### config.mk
export PLATFORM = sky130hd
export DESIGN_NAME = usb_control_endpoint_sequencer
export DESIGN_NICKNAME = d
export VERILOG_FILES = /design/src/hw/rtl/usb_ep0_pkg.sv /design/src/hw/rtl/usb_control_endpoint_sequencer.sv
export VERILOG_INCLUDE_DIRS = /design/src /design/src/hw/rtl
export SDC_FILE = /design/constraint.sdc
export NUM_CORES = 1
export LEC_CHECK = 0
export BUFFER_PORTS_ARGS = -buffer_cell sky130_fd_sc_hd__buf_2
export CAP_MARGIN = 20
export CORE_MARGIN = 2
export CORE_UTILIZATION = 45
export CTS_CLUSTER_DIAMETER = 50
export DETAILED_ROUTE_END_ITERATION = 8
export SLEW_MARGIN = 20
export SYNTH_ARGS = -nofsm -noshare
export SYNTH_HDL_FRONTEND = slang
export SYNTH_SLANG_ARGS = --single-unit
### constraint.sdc
create_clock -name clk_i -period 4.9 [get_ports clk_i]
set_clock_uncertainty 0.05 [all_clocks]
set_input_delay 1.225 -clock clk_i [delete_from_list [all_inputs] [get_ports clk_i]]
set_output_delay 1.225 -clock clk_i [all_outputs]
set_load 0.01 [all_outputs]
### src/hw/rtl/usb_control_endpoint_sequencer_macros.svh
// Assertion macros shared by the control endpoint sequencer RTL
`ifndef USB_CONTROL_ENDPOINT_SEQUENCER_MACROS_SVH
`define USB_CONTROL_ENDPOINT_SEQUENCER_MACROS_SVH

`ifndef SYNTHESIS

// Check that an implication holds at every clock edge outside reset
`define UCES_ASSERT(lbl, prop, msg) \
  lbl: assert property (@(posedge clk_i) disable iff (!rst_ni) (prop)) else $error(msg);

// Check that a condition never becomes true outside reset
`define UCES_ASSERT_NEVER(lbl, cond, msg) \
  lbl: assert property (@(posedge clk_i) disable iff (!rst_ni) !(cond)) else $error(msg);

`else

`define UCES_ASSERT(lbl, prop, msg)

`define UCES_ASSERT_NEVER(lbl, cond, msg)

`endif

`endif

### src/hw/rtl/usb_ep0_pkg.sv
// Types, codes and setup decode for the control endpoint sequencer
`timescale 1ns / 1ps

package usb_ep0_pkg;

  // Divider sweep: one quotient bit per cycle over a 16-bit length
  localparam int unsigned DivSteps = 16;
  localparam int unsigned DivCntW  = $clog2(DivSteps);

  localparam logic [6:0] MaxPktReset = 7'd64;
  localparam logic [6:0] MaxPktLow   = 7'd8;
  localparam logic [6:0] MaxPktHigh  = 7'd64;

  // bmRequestType fields
  localparam logic [7:0] ReqTypeMask = 8'h60;
  localparam logic [4:0] RcptDevice  = 5'd0;
  localparam logic [4:0] RcptIface   = 5'd1;
  localparam logic [4:0] RcptEndpt   = 5'd2;

  // Standard request codes
  localparam logic [7:0] ReqGetStatus  = 8'd0;
  localparam logic [7:0] ReqSetAddress = 8'd5;
  localparam logic [7:0] ReqGetDesc    = 8'd6;
  localparam logic [7:0] ReqGetConfig  = 8'd8;
  localparam logic [7:0] ReqSetConfig  = 8'd9;
  localparam logic [7:0] ReqSynchFrame = 8'd12;

  localparam logic [15:0] StatusLen = 16'd2;
  localparam logic [15:0] ConfigLen = 16'd1;

  typedef enum logic [1:0] {
    OP_SETUP     = 2'd0,
    OP_IN_DONE   = 2'd1,
    OP_OUT_DONE  = 2'd2,
    OP_BUS_RESET = 2'd3
  } op_e;

  typedef enum logic [1:0] {
    ACT_NONE  = 2'd0,
    ACT_TX    = 2'd1,
    ACT_RX    = 2'd2,
    ACT_STALL = 2'd3
  } action_e;

  typedef enum logic [1:0] {
    SRC_NONE = 2'd0,
    SRC_ZERO = 2'd1,
    SRC_DESC = 2'd2,
    SRC_CONF = 2'd3
  } source_e;

  typedef enum logic [2:0] {
    PH_WAIT_SETUP  = 3'd0,
    PH_TX          = 3'd1,
    PH_RX          = 3'd2,
    PH_WAIT_STATUS = 3'd3,
    PH_SEND_STATUS = 3'd4,
    PH_ERROR       = 3'd5
  } phase_e;

  typedef enum logic [1:0] {
    FSM_IDLE,
    FSM_DECODE,
    FSM_DIVIDE,
    FSM_RESOLVE
  } fsm_e;

  typedef struct packed {
    logic        ok;
    source_e     src;
    logic [15:0] len;
    logic        addr_wr;
    logic [6:0]  addr;
    logic        cfg_wr;
  } setup_dec_t;

  // Result packed from the lowest bit up: action first
  typedef struct packed {
    logic [2:0]  pad;
    phase_e      control_state;
    logic [7:0]  current_configuration;
    logic [6:0]  device_address;
    logic        address_write;
    logic [13:0] packet_count;
    logic [15:0] transfer_length;
    source_e     data_source;
    action_e     action;
  } result_t;

  // Decode a standard setup request by recipient and code
  function automatic setup_dec_t decode_setup(logic [7:0] rtype, logic [7:0] code,
                                              logic [15:0] value, logic [15:0] dlen);
    setup_dec_t d;
    d = '0;
    d.src = SRC_NONE;
    if ((rtype & ReqTypeMask) == 8'h00) begin
      case (rtype[4:0])
        RcptDevice: begin
          case (code)
            ReqGetStatus: begin
              d.src = SRC_ZERO;
              d.len = StatusLen;
              d.ok  = 1'b1;
            end
            ReqSetAddress: begin
              d.addr_wr = 1'b1;
              d.addr    = value[6:0];
              d.ok      = 1'b1;
            end
            ReqGetDesc: begin
              d.src = SRC_DESC;
              d.len = dlen;
              d.ok  = (dlen != 16'd0);
            end
            ReqGetConfig: begin
              d.src = SRC_CONF;
              d.len = ConfigLen;
              d.ok  = 1'b1;
            end
            ReqSetConfig: begin
              d.cfg_wr = 1'b1;
              d.ok     = 1'b1;
            end
            default: d.ok = 1'b0;
          endcase
        end
        RcptIface: begin
          if (code == ReqGetStatus) begin
            d.src = SRC_ZERO;
            d.len = StatusLen;
            d.ok  = 1'b1;
          end
        end
        RcptEndpt: begin
          if (code == ReqSynchFrame) begin
            d.src = SRC_ZERO;
            d.len = StatusLen;
            d.ok  = 1'b1;
          end
        end
        default: d.ok = 1'b0;
      endcase
    end
    return d;
  endfunction

endpackage

### src/hw/rtl/usb_control_endpoint_sequencer.sv
// Endpoint 0 control transfer sequencer with a shared bit-serial divider
`timescale 1ns / 1ps
`include "usb_control_endpoint_sequencer_macros.svh"

// Takes one endpoint 0 event per transfer (setup, IN complete, OUT complete,
// bus reset; the kind rides on s_axis_tuser_i) and returns exactly one result
// per event: the action to start, its data source, the length trimmed to
// wLength, the packet count, any address update, the held configuration and
// the control phase. The result register is loaded after decode and trim, the
// restoring divider (one quotient bit per cycle, by the clamped max packet
// size), and resolving the new state. s_axis_tready_o rises again with the
// load, so a new event is taken only once the sequencer is through with the
// last one; the resolve cycle is held for as long as an earlier result still
// waits on the output side. The divider gives both the packet count and the
// zero-length-packet remainder check. A new event is taken while a result
// still waits on the output side.
// The user must write ep0_max_packet through the cfg channel only while the
// block is idle; the block itself does not enforce it. Values below 8 act as 8
// and above 64 act as 64.
module usb_control_endpoint_sequencer (
  input  logic        clk_i,
  input  logic        rst_ni,
  // Configuration: ep0_max_packet
  input  logic        cfg_valid_i,
  output logic        cfg_ready_o,
  input  logic [6:0]  cfg_data_i,
  // Event input
  input  logic        s_axis_tvalid_i,
  output logic        s_axis_tready_o,
  // [7:0] request_type, [15:8] request_code, [31:16] request_value,
  // [47:32] request_length, [63:48] descriptor_length
  input  logic [63:0] s_axis_tdata_i,
  // [1:0] op
  input  logic [1:0]  s_axis_tuser_i,
  // Result output
  output logic        m_axis_tvalid_o,
  input  logic        m_axis_tready_i,
  // [1:0] action, [3:2] data_source, [19:4] transfer_length,
  // [33:20] packet_count, [34] address_write, [41:35] device_address,
  // [49:42] current_configuration, [52:50] control_state, [55:53] zero
  output logic [55:0] m_axis_tdata_o
);

  usb_ep0_pkg::fsm_e   fsm_q, fsm_d;
  usb_ep0_pkg::phase_e phase_q, phase_d;
  usb_ep0_pkg::op_e    op_q;

  logic [6:0]  eff_max_q;
  logic [7:0]  rtype_q, code_q;
  logic [15:0] value_q, wlen_q, dlen_q;
  logic [15:0] len_q, len_d;
  logic [15:0] quo_q, quo_d;
  logic [6:0]  rem_q, rem_d;
  logic [usb_ep0_pkg::DivCntW-1:0] cnt_q, cnt_d;
  logic [7:0]  config_q, config_d;
  logic [15:0] last_tx_q, last_tx_d;
  logic [15:0] last_req_q, last_req_d;
  logic        tx_busy_q, tx_busy_d;
  logic        rx_busy_q, rx_busy_d;
  logic        zlp_q, zlp_d;
  logic        out_valid_q, out_valid_d;
  usb_ep0_pkg::result_t out_q, out_d;

  usb_ep0_pkg::setup_dec_t dec;
  logic        in_xfer;
  logic        out_free;
  logic [7:0]  trial;
  logic        trial_ge;
  logic [7:0]  trial_diff;
  logic [13:0] pkt_calc;
  logic        dir_in;

  assign in_xfer         = s_axis_tvalid_i && s_axis_tready_o;
  assign s_axis_tready_o = (fsm_q == usb_ep0_pkg::FSM_IDLE);
  assign cfg_ready_o     = 1'b1;
  assign out_free        = !out_valid_q || m_axis_tready_i;
  assign m_axis_tvalid_o = out_valid_q;
  assign m_axis_tdata_o  = out_q;

  // Decode the captured setup fields
  assign dec    = usb_ep0_pkg::decode_setup(rtype_q, code_q, value_q, dlen_q);
  assign dir_in = rtype_q[7];

  // One restoring divide step by the clamped max packet size
  assign trial      = {rem_q, quo_q[15]};
  assign trial_ge   = (trial >= {1'b0, eff_max_q});
  assign trial_diff = trial - {1'b0, eff_max_q};

  // Packet count: ceiling of length over max packet, one for zero length
  assign pkt_calc = (len_q == 16'd0) ? 14'd1 : (quo_q[13:0] + {13'd0, (rem_q != 7'd0)});

  // Hold the clamped max packet size
  always_ff @(posedge clk_i or negedge rst_ni) begin
    if (!rst_ni) begin
      eff_max_q <= usb_ep0_pkg::MaxPktReset;
    end else if (cfg_valid_i && cfg_ready_o) begin
      if (cfg_data_i < usb_ep0_pkg::MaxPktLow) begin
        eff_max_q <= usb_ep0_pkg::MaxPktLow;
      end else if (cfg_data_i > usb_ep0_pkg::MaxPktHigh) begin
        eff_max_q <= usb_ep0_pkg::MaxPktHigh;
      end else begin
        eff_max_q <= cfg_data_i;
      end
    end
  end

  // Capture the event payload on transfer
  always_ff @(posedge clk_i) begin
    if (in_xfer) begin
      op_q    <= usb_ep0_pkg::op_e'(s_axis_tuser_i);
      rtype_q <= s_axis_tdata_i[7:0];
      code_q  <= s_axis_tdata_i[15:8];
      value_q <= s_axis_tdata_i[31:16];
      wlen_q  <= s_axis_tdata_i[47:32];
      dlen_q  <= s_axis_tdata_i[63:48];
    end
  end

  // Datapath registers without reset
  always_ff @(posedge clk_i) begin
    len_q <= len_d;
    quo_q <= quo_d;
    rem_q <= rem_d;
    out_q <= out_d;
  end

  // Control and endpoint state registers
  always_ff @(posedge clk_i or negedge rst_ni) begin
    if (!rst_ni) begin
      fsm_q       <= usb_ep0_pkg::FSM_IDLE;
      phase_q     <= usb_ep0_pkg::PH_WAIT_SETUP;
      cnt_q       <= '0;
      config_q    <= '0;
      last_tx_q   <= '0;
      last_req_q  <= '0;
      tx_busy_q   <= 1'b0;
      rx_busy_q   <= 1'b0;
      zlp_q       <= 1'b0;
      out_valid_q <= 1'b0;
    end else begin
      fsm_q       <= fsm_d;
      phase_q     <= phase_d;
      cnt_q       <= cnt_d;
      config_q    <= config_d;
      last_tx_q   <= last_tx_d;
      last_req_q  <= last_req_d;
      tx_busy_q   <= tx_busy_d;
      rx_busy_q   <= rx_busy_d;
      zlp_q       <= zlp_d;
      out_valid_q <= out_valid_d;
    end
  end

  // Sequence the event: decode, divide, resolve
  always_comb begin
    fsm_d       = fsm_q;
    phase_d     = phase_q;
    cnt_d       = cnt_q;
    len_d       = len_q;
    quo_d       = quo_q;
    rem_d       = rem_q;
    config_d    = config_q;
    last_tx_d   = last_tx_q;
    last_req_d  = last_req_q;
    tx_busy_d   = tx_busy_q;
    rx_busy_d   = rx_busy_q;
    zlp_d       = zlp_q;
    out_d       = out_q;
    out_valid_d = out_valid_q && !m_axis_tready_i;

    case (fsm_q)
      usb_ep0_pkg::FSM_IDLE: begin
        if (in_xfer) begin
          fsm_d = usb_ep0_pkg::FSM_DECODE;
        end
      end

      usb_ep0_pkg::FSM_DECODE: begin
        // Trim setup length; in-complete divides the last transmit size
        if (op_q == usb_ep0_pkg::OP_SETUP) begin
          len_d = (dec.len > wlen_q) ? wlen_q : dec.len;
        end else begin
          len_d = last_tx_q;
        end
        quo_d = len_d;
        rem_d = '0;
        cnt_d = '0;
        fsm_d = usb_ep0_pkg::FSM_DIVIDE;
      end

      usb_ep0_pkg::FSM_DIVIDE: begin
        rem_d = trial_ge ? trial_diff[6:0] : trial[6:0];
        quo_d = {quo_q[14:0], trial_ge};
        cnt_d = cnt_q + 1'b1;
        if (cnt_q == usb_ep0_pkg::DivCntW'(usb_ep0_pkg::DivSteps - 1)) begin
          fsm_d = usb_ep0_pkg::FSM_RESOLVE;
        end
      end

      usb_ep0_pkg::FSM_RESOLVE: begin
        if (out_free) begin
          fsm_d       = usb_ep0_pkg::FSM_IDLE;
          out_valid_d = 1'b1;
          out_d       = '0;
          out_d.action      = usb_ep0_pkg::ACT_NONE;
          out_d.data_source = usb_ep0_pkg::SRC_NONE;
          case (op_q)
            usb_ep0_pkg::OP_SETUP: begin
              zlp_d      = 1'b0;
              last_req_d = wlen_q;
              if (!dec.ok) begin
                phase_d      = usb_ep0_pkg::PH_ERROR;
                out_d.action = usb_ep0_pkg::ACT_STALL;
              end else begin
                out_d.address_write  = dec.addr_wr;
                out_d.device_address = dec.addr;
                if (dec.cfg_wr) begin
                  config_d = value_q[7:0];
                end
                if (dir_in && (len_q != 16'd0)) begin
                  phase_d = usb_ep0_pkg::PH_TX;
                  if (!tx_busy_q) begin
                    last_tx_d             = len_q;
                    tx_busy_d             = 1'b1;
                    out_d.action          = usb_ep0_pkg::ACT_TX;
                    out_d.data_source     = dec.src;
                    out_d.transfer_length = len_q;
                    out_d.packet_count    = pkt_calc;
                  end
                end else if (dir_in) begin
                  phase_d = usb_ep0_pkg::PH_WAIT_STATUS;
                  if (!rx_busy_q) begin
                    rx_busy_d          = 1'b1;
                    out_d.action       = usb_ep0_pkg::ACT_RX;
                    out_d.packet_count = 14'd1;
                  end
                end else if (len_q != 16'd0) begin
                  phase_d = usb_ep0_pkg::PH_RX;
                  if (!rx_busy_q) begin
                    rx_busy_d             = 1'b1;
                    out_d.action          = usb_ep0_pkg::ACT_RX;
                    out_d.transfer_length = len_q;
                    out_d.packet_count    = pkt_calc;
                  end
                end else begin
                  phase_d = usb_ep0_pkg::PH_SEND_STATUS;
                  if (!tx_busy_q) begin
                    last_tx_d          = '0;
                    tx_busy_d          = 1'b1;
                    out_d.action       = usb_ep0_pkg::ACT_TX;
                    out_d.packet_count = 14'd1;
                  end
                end
              end
            end

            usb_ep0_pkg::OP_IN_DONE: begin
              tx_busy_d = 1'b0;
              if (phase_q == usb_ep0_pkg::PH_TX) begin
                if (!zlp_q && (last_tx_q < last_req_q) && (rem_q == 7'd0)) begin
                  // Close a short reply that ended on a packet boundary
                  zlp_d              = 1'b1;
                  last_tx_d          = '0;
                  tx_busy_d          = 1'b1;
                  out_d.action       = usb_ep0_pkg::ACT_TX;
                  out_d.packet_count = 14'd1;
                end else begin
                  phase_d = usb_ep0_pkg::PH_WAIT_STATUS;
                  if (!rx_busy_q) begin
                    rx_busy_d          = 1'b1;
                    out_d.action       = usb_ep0_pkg::ACT_RX;
                    out_d.packet_count = 14'd1;
                  end
                end
              end else if (phase_q == usb_ep0_pkg::PH_SEND_STATUS) begin
                phase_d = usb_ep0_pkg::PH_WAIT_SETUP;
              end else begin
                phase_d      = usb_ep0_pkg::PH_ERROR;
                out_d.action = usb_ep0_pkg::ACT_STALL;
              end
            end

            usb_ep0_pkg::OP_OUT_DONE: begin
              rx_busy_d = 1'b0;
              if (phase_q == usb_ep0_pkg::PH_WAIT_STATUS) begin
                phase_d = usb_ep0_pkg::PH_WAIT_SETUP;
              end else if (phase_q == usb_ep0_pkg::PH_RX) begin
                phase_d = usb_ep0_pkg::PH_SEND_STATUS;
                if (!tx_busy_q) begin
                  last_tx_d          = '0;
                  tx_busy_d          = 1'b1;
                  out_d.action       = usb_ep0_pkg::ACT_TX;
                  out_d.packet_count = 14'd1;
                end
              end
            end

            default: begin
              // Bus reset: drop transfers, apply address zero
              phase_d             = usb_ep0_pkg::PH_WAIT_SETUP;
              tx_busy_d           = 1'b0;
              rx_busy_d           = 1'b0;
              zlp_d               = 1'b0;
              out_d.address_write = 1'b1;
            end
          endcase
          out_d.current_configuration = config_d;
          out_d.control_state         = phase_d;
        end
      end

      default: fsm_d = usb_ep0_pkg::FSM_IDLE;
    endcase
  end

  `UCES_ASSERT(a_accept_to_decode, in_xfer |=> (fsm_q == usb_ep0_pkg::FSM_DECODE), "accepted event did not enter decode")
  `UCES_ASSERT(a_divide_done, ((fsm_q == usb_ep0_pkg::FSM_DIVIDE) && (cnt_q == usb_ep0_pkg::DivCntW'(usb_ep0_pkg::DivSteps - 1))) |=> (fsm_q == usb_ep0_pkg::FSM_RESOLVE), "divider did not finish after its last step")
  `UCES_ASSERT(a_rem_bound, (fsm_q == usb_ep0_pkg::FSM_RESOLVE) |-> (rem_q < eff_max_q), "divider remainder not below max packet")
  `UCES_ASSERT(a_stall_no_len, (out_valid_q && (out_q.action == usb_ep0_pkg::ACT_STALL)) |-> ((out_q.transfer_length == 16'd0) && (out_q.packet_count == 14'd0)), "stall result carries a length")
  `UCES_ASSERT(a_tx_sets_busy, ((fsm_q == usb_ep0_pkg::FSM_RESOLVE) && out_free && (out_d.action == usb_ep0_pkg::ACT_TX)) |=> tx_busy_q, "transmit start left endpoint idle")

endmodule

==> impl_metrics.ini, run 1 <==
[power]
p_leak_nw = 4.863
p_int_mw = 4.440
share_comb_of_total_power_pct = 26.3
pwr-share-seq_pct = 45.7
ir_drop_mv = 0.2771
pwr-share-clk_pct = 28.0
swShare_pct = 33.36
p_switching_mw = 2.223
power_density_mw_per_mm2 = 562.3

[logic_synthesis]
synthCells = 834
ys_seq_area_share_pct = 59.46
synthSimpleGateAreaFrac_pct = 13.09
yosys.area_share.adder_pct = 6.639
syn_avg_cell_area_um2 = 12.11
yosysUniqueCellTypes = 74
synth_area_mm2 = 0.01010
synth_top_family_by_area = simple AND/OR/NAND/NOR gates
synth_edf_count = 150
ys_ff_latch = 210
synthMuxAreaShare_pct = 3.914
synth_ff_type = edfxtp_1
synth-compound-area-share_pct = 11.48
synthArstFlopShare_pct = 28.57
ys_warn_count = 0
synth_xor_area_share_pct = 1.387

[cts]
clockBufferDepth = 3
post-cts-setup-buffer-count = 0
htreeDepth = 1
cts_root_buffer = clkbuf_16
cts_made_buffers = 26
cts.hold.buffers_added = 0
clock_sinks = 210
cts_tree = done
clk_pin_slew_ps = 60
clock_latency_ps = 520
cts_resized = 0

[drt]
vias = 6669
drt_iter0_drc = 415
drc = 0
wire_per_inst_um = 16.88
firstDrtPassIters = 5
viasPerCell = 5.268
drt-total-wl_um = 21370
drtAntennaViolNets = 0

[global_route]
grt_pass1_wl_um = 33880
grt.total_usage_pct = 18.07
first_global_vias = 6337
grt_max_degree = 61
antenna_found_initial = 0
grt_overflow_total = 0

[finish]
drive_above_1_share_pct = 21.40
antenna_cells = 0
area_growth_pct = 17.30
multi_input_area_mm2 = 0.003709
num-fill-cells = 1910
nNetsFinal = 1097
regArea_mm2 = 0.006007

[run_status]
status = completed

[timing]
rsz0062_at_grt = no
fin_crit_sh_pct = 82.63
setup_violations = 0
hold_ws_ps = 424.6
finalHoldViolations = 0
final.min_clock_period_ps = 4049
drv_slew = 0
relSlewSlack_pct = 27.04
setup-tns-final_ps = 0
setup_ws_ps = 851.0
fmax_mhz = 247.0
worstMarginPinSlew_ps = 1092

[critical_path]
end_kind = flip-flop
path_cells = or4_2 -> or2_2 -> nor3_1 -> buf_4 -> and2_1 -> ha_1 -> nand4_1 -> or2_2 -> o21bai_1 -> a21oi_2 -> buf_4 -> mux2i_1 -> o21ai_0
crit_family = simple AND/OR/NAND/NOR gates
worst-setup-path-type = reg -> reg
cpPeakStageDelay_ps = 680
critPathMaxFanout = 16
start_kind = flip-flop
worst-endpoint-arrival_ps = 4230
crit_slowest_cell = or4_2
worst-path-buf-inv = 2
worstPathRequired_ps = 5080
reg2reg_setup_slack_ps = 850

[placed_design]
hpwlAfterDp_um = 15200
place.gp.congestion = 0.8432
io_buffer_count = 124
pre_cts_ws_ps = 833.7

[worst_hold_path]
hold_path.class = reg -> reg

[floorplanning]
num_io_pins = 137
rows = 54
start_util_pct = 46.01
die_x_um = 153.8
dieArea_mm2 = 0.02366
die_y_um = 153.8
coreArea_mm2 = 0.02196

[run]
drv_cap = 0
[cell usage after synthesis (all sizes together) (4+ instances only)]
cell type,instances,share of area (%)
a211oi,4,0.30
a21oi,50,2.6
a22o,16,1.4
a22oi,9,0.67
a31oi,4,0.25
and2,40,2.5
and3,5,0.31
buf,12,0.82
clkbuf,19,0.72
dfrtp,59,15
edfxtp,150,45
ha,52,6.4
inv,65,2.4
mux2,20,2.2
mux2i,17,1.7
nand2,47,1.7
nand2b,9,0.56
nand3,17,0.89
nand3b,7,0.68
nand4,12,0.89
nor2,48,1.9
nor2b,4,0.25
nor3,11,0.54
nor3b,11,0.82
nor4,11,0.68
o211ai,4,0.35
o21ai,63,3.1
o2bb2ai,6,0.52
or4,4,0.38
xnor2,5,0.43
xor2,11,0.95
[stage by stage]
| step | cells | util (%) | instance area, um2 | power [mW] |
|---|---|---|---|---|
| 3_3_place_gp | 1218 | 50.09 | 11000 | 4.801 |
| 2_1_floorplan | 836 | - | 10110 | 4.215 |
| 5_1_grt | 1266 | 53.97 | 11850 | 7.091 |
| 3_5_place_dp | 1218 | 50.09 | 11000 | 4.830 |
| 4_1_cts | 1266 | 53.97 | 11850 | 6.724 |
| 6_report | 1266 | 53.97 | 11850 | 6.663 |
[layout by cell type (no fill, tap or decap), types with 3 or more instances in the layout]
cell type	count
a21oi_1	48
dfrtp_1	59
and2_1	38
nand3b_1	5
nor2_1	47
nor3b_1	11
buf_4	9
nor4_1	11
a22o_1	16
edfxtp_1	150
nand2_1	47
clkinv_1	7
xnor2_1	5
a21o_1	3
inv_6	4
nor3_1	11
a22oi_1	9
and3_1	5
a2111oi_0	3
o2bb2ai_1	6
conb_1	4
a211oi_1	4
mux2i_1	17
o211ai_1	3
o21ai_0	63
clkbuf_1	3
nor2b_1	4
a41oi_1	3
a31oi_1	4
ha_1	52
o21bai_1	3
buf_2	124
mux2_2	20
nand3_1	16
inv_1	64
nand2b_1	9
nand4_1	11
xor2_1	11
clkbuf_16	27
[worst paths after layout]
path / from / endpoint / cells past startpoint
setup reg to reg: rtype_q[4] / quo_q[15] / 13
setup / recovery: rtype_q[4] / quo_q[15] / 13
max in group asynchronous: rst_ni / last_req_q[1] / 2
min in group asynchronous: rst_ni / eff_max_q[2] / 2
hold reg to reg: last_req_q[12] / last_req_q[12] / 2
hold / removal: last_req_q[12] / last_req_q[12] / 2
[per-layer routing]
| layer | vias to the layer above | track usage [%] | share of wire [%] |
|---|---|---|---|
| met5 | - | 0 | 0 |
| met4 | 0 | 4.228 | 1.9 |
| met3 | 26 | 2.847 | 5.4 |
| met2 | 174 | 28.68 | 45 |
| met1 | 3130 | 26.35 | 48 |
| li1 | 3339 | - | - |
[worst register-to-register path, stage by stage, from the launching register on]
cell	delay (ps)
edfxtp_1	380
or4_2	680
or2_2	330
nor3_1	200
buf_4	190
and2_1	160
ha_1	160
nand4_1	120
or2_2	330
o21bai_1	170
a21oi_2	130
buf_4	290
mux2i_1	400
o21ai_0	160
[kinds of logic (layout without fill, tap and decap cells)]
| kind of cell | count (synthesis) | in the layout |
|---|---|---|
| AND/OR/NAND/NOR | 237 | 237 |
| flip-flops | 210 | 210 |
| AO/OA/AOI/OAI | 183 | 183 |
| buffers and inverters | 96 | 246 |
| adder cells (fa/ha/maj) | 53 | 53 |
| multiplexers | 37 | 37 |
| XOR/XNOR | 16 | 16 |
| other | 2 | 4 |
[power groups by stage]
| stage | sequential, mW | combinational [mW] | clock (mW) |
|---|---|---|---|
| floorplan | 2.98 | 1.23 | 0 |
| global placement | 3.06 | 1.74 | 0 |
| detailed placement | 3.07 | 1.76 | 0 |
| CTS | 3.04 | 1.77 | 1.91 |
| global route | 3.11 | 2.00 | 1.98 |
| finish | 3.04 | 1.75 | 1.86 |
[area by class of cell]
type	instances	share of cell area, %
clock buffers	31	5.913
inverters	65	2.059
multi-input cells	530	31.30
flip-flops and latches	210	50.69
repair buffers	133	5.807
well taps	280	2.956
clock inverters	17	1.278
[registers in the layout, summed over array words and instances (netlist names), 16 cells and up]
register,cells
last_req_q,16
last_tx_q,16
m_axis_tdata_o,53
wlen_q,16
dlen_q,16
len_q,16
quo_q,16
Power figures use the tool's default switching activity.
==> run 2: changes to the inputs <==
- PLACE_DENSITY: default -> 0.67
- clock period: 4.9 -> 3.7 ns (I/O delays scaled with it)
==> impl_metrics.ini, run 2 (synthesis results as in run 1) <==
[run_status]
status = finished with violations
failed_checks = setup timing

[placed_design]
io_buffer_count = 124
place.gp.congestion = 0.8607
hpwlAfterDp_um = 15540
place_inst = 1255

[drt]
viasPerCell = 5.319
drtAntennaViolNets = 0
wire_per_inst_um = 16.75
drt-total-wl_um = 21950
vias = 6973
drc = 0
drt_iter0_drc = 615
firstDrtPassIters = 5

[timing]
hold_ws_ps = 221.2
setup_ws_ps = -120.8
finalHoldViolations = 0
relSlewSlack_pct = 41.08
final.min_clock_period_ps = 3821
fin_crit_sh_pct = 103.3
worstMarginPinSlew_ps = 883.9
setup_violations = 32
setup-tns-final_ps = -1915
fmax_mhz = 261.7
drv_slew = 0
rsz0062_at_grt = yes

[floorplanning]
die_y_um = 153.8
num_io_pins = 137
dieArea_mm2 = 0.02366
rows = 54
die_x_um = 153.8
coreArea_mm2 = 0.02196
start_util_pct = 46.01

[cts]
clockBufferDepth = 3
clock_latency_ps = 520
htreeDepth = 1
clk_pin_slew_ps = 60
clock_sinks = 210
cts.hold.buffers_added = 0
cts_tree = done
cts_root_buffer = clkbuf_16
cts_made_buffers = 27

[global_route]
grt_pass1_wl_um = 35270
antenna_found_initial = 0
grt_max_degree = 57
first_global_vias = 6777
grt_overflow_total = 0
grt.total_usage_pct = 18.47

[finish]
antenna_cells = 0
most-common-layout-cells = edfxtp_1, buf_2, inv_1
final_cells = 1311
largest_reg_flops = 53
area_growth_pct = 25.27
fin_util_pct = 57.63
final_common_cell = edfxtp_1
nNetsFinal = 1142
drive_above_1_share_pct = 30.16
num-fill-cells = 1762

[power]
p_leak_nw = 5.160
share_comb_of_total_power_pct = 27.4
p_switching_mw = 3.057
power.total_mw = 9.109
p_int_mw = 6.052
pwr-share-clk_pct = 28.3
power_density_mw_per_mm2 = 719.8
pwr-share-seq_pct = 44.3
ir_drop_mv = 0.3838
swShare_pct = 33.56

[critical_path]
worstPathRequired_ps = 3900
rr_worst_depth = 17
worst-setup-path-type = reg -> reg
r2r_end = quo_q[13]
reg2reg_setup_slack_ps = -120
worst-endpoint-arrival_ps = 4020
end_kind = flip-flop
start_kind = flip-flop
reg2reg_from = code_q[5]
critPathMaxFanout = 6

[worst_hold_path]
hold_path.class = in -> async

[run]
drv_cap = 0
run 2: cell types whose count changed in the layout (fill, tap and decap cells not counted), sizes merged:
cell	delta
bufinv	+1
buf	+44
clkinv	-3
clkinvlp	+4
inv	-1
run 2: through the flow:
stage	worst slack [ps]	cell area, um2
final	-120.8	12650
after global routing	-238.6	12650
after CTS	-184.7	12460
after detailed placement	-229.0	11340
after global placement	-169.8	11340
after floorplan	11.24	10130
run 2: layer usage:
| metal | wire, um | track usage [%] | part of all wire (%) |
|---|---|---|---|
| met5 | 0 | 0 | 0 |
| met4 | 485 | 4.940 | 2.2 |
| met3 | 1296 | 2.959 | 5.9 |
| met2 | 9996 | 29.19 | 46 |
| met1 | 10180 | 26.75 | 46 |
run 2: power by group through the flow:
stage,combinational [mW],clock (mW),sequential [mW]
after floorplan,1.63,0,3.95
after global placement,2.35,0,4.04
after detailed placement,2.41,0,4.06
after CTS,2.48,2.63,4.02
after global routing,2.80,2.73,4.13
final,2.50,2.58,4.03
run 2: worst max-delay path, stage by stage, from the launching register on:
cell	delay, ps
edfxtp_1	370
or4_4	540
or4_4	460
buf_6	150
nor3_4	110
nor2_2	50
nor2_2	180
ha_1	270
nor2b_4	130
o211ai_1	220
a21oi_2	100
o21bai_4	170
a21oi_4	90
buf_12	130
buf_12	140
mux2i_2	170
buf_4	160
o21ai_1	50
run 2: timing repair:
| action | CTS | global route |
|---|---|---|
| gates resized for setup | 42 | 37 |
| setup buffers | 5 | 3 |
| cloned | 1 | 0 |
| setup endpoints to repair | 32 | 32 |
| pin swaps | 13 | 19 |
run 2: worst max-delay path by stage:
stage               start   endpoint  cells past startpoint  slack (ps)
3_5_place_dp   rtype_q[4]   quo_q[2]                     13        -230
2_1_floorplan  rtype_q[4]   len_q[4]                     13          10
5_1_grt         code_q[5]   quo_q[5]                     17        -240
3_3_place_gp   rtype_q[4]   quo_q[9]                     13        -170
6_report        code_q[5]  quo_q[13]                     17        -120
4_1_cts         code_q[6]   quo_q[7]                     16        -180
run 2: cell type report:
| cell class | instances | area [um2] | area share (%) |
|---|---|---|---|
| Tap cell | 280 | 350.3 | 2.768 |
| Timing Repair Buffer | 177 | 1096 | 8.661 |
| Multi-Input combinational cell | 530 | 4060 | 32.08 |
| Clock inverter | 18 | 196.4 | 1.552 |
| Inverter | 65 | 244.0 | 1.928 |
| Clock buffer | 31 | 700.7 | 5.537 |
| Sequential cell | 210 | 6007 | 47.47 |
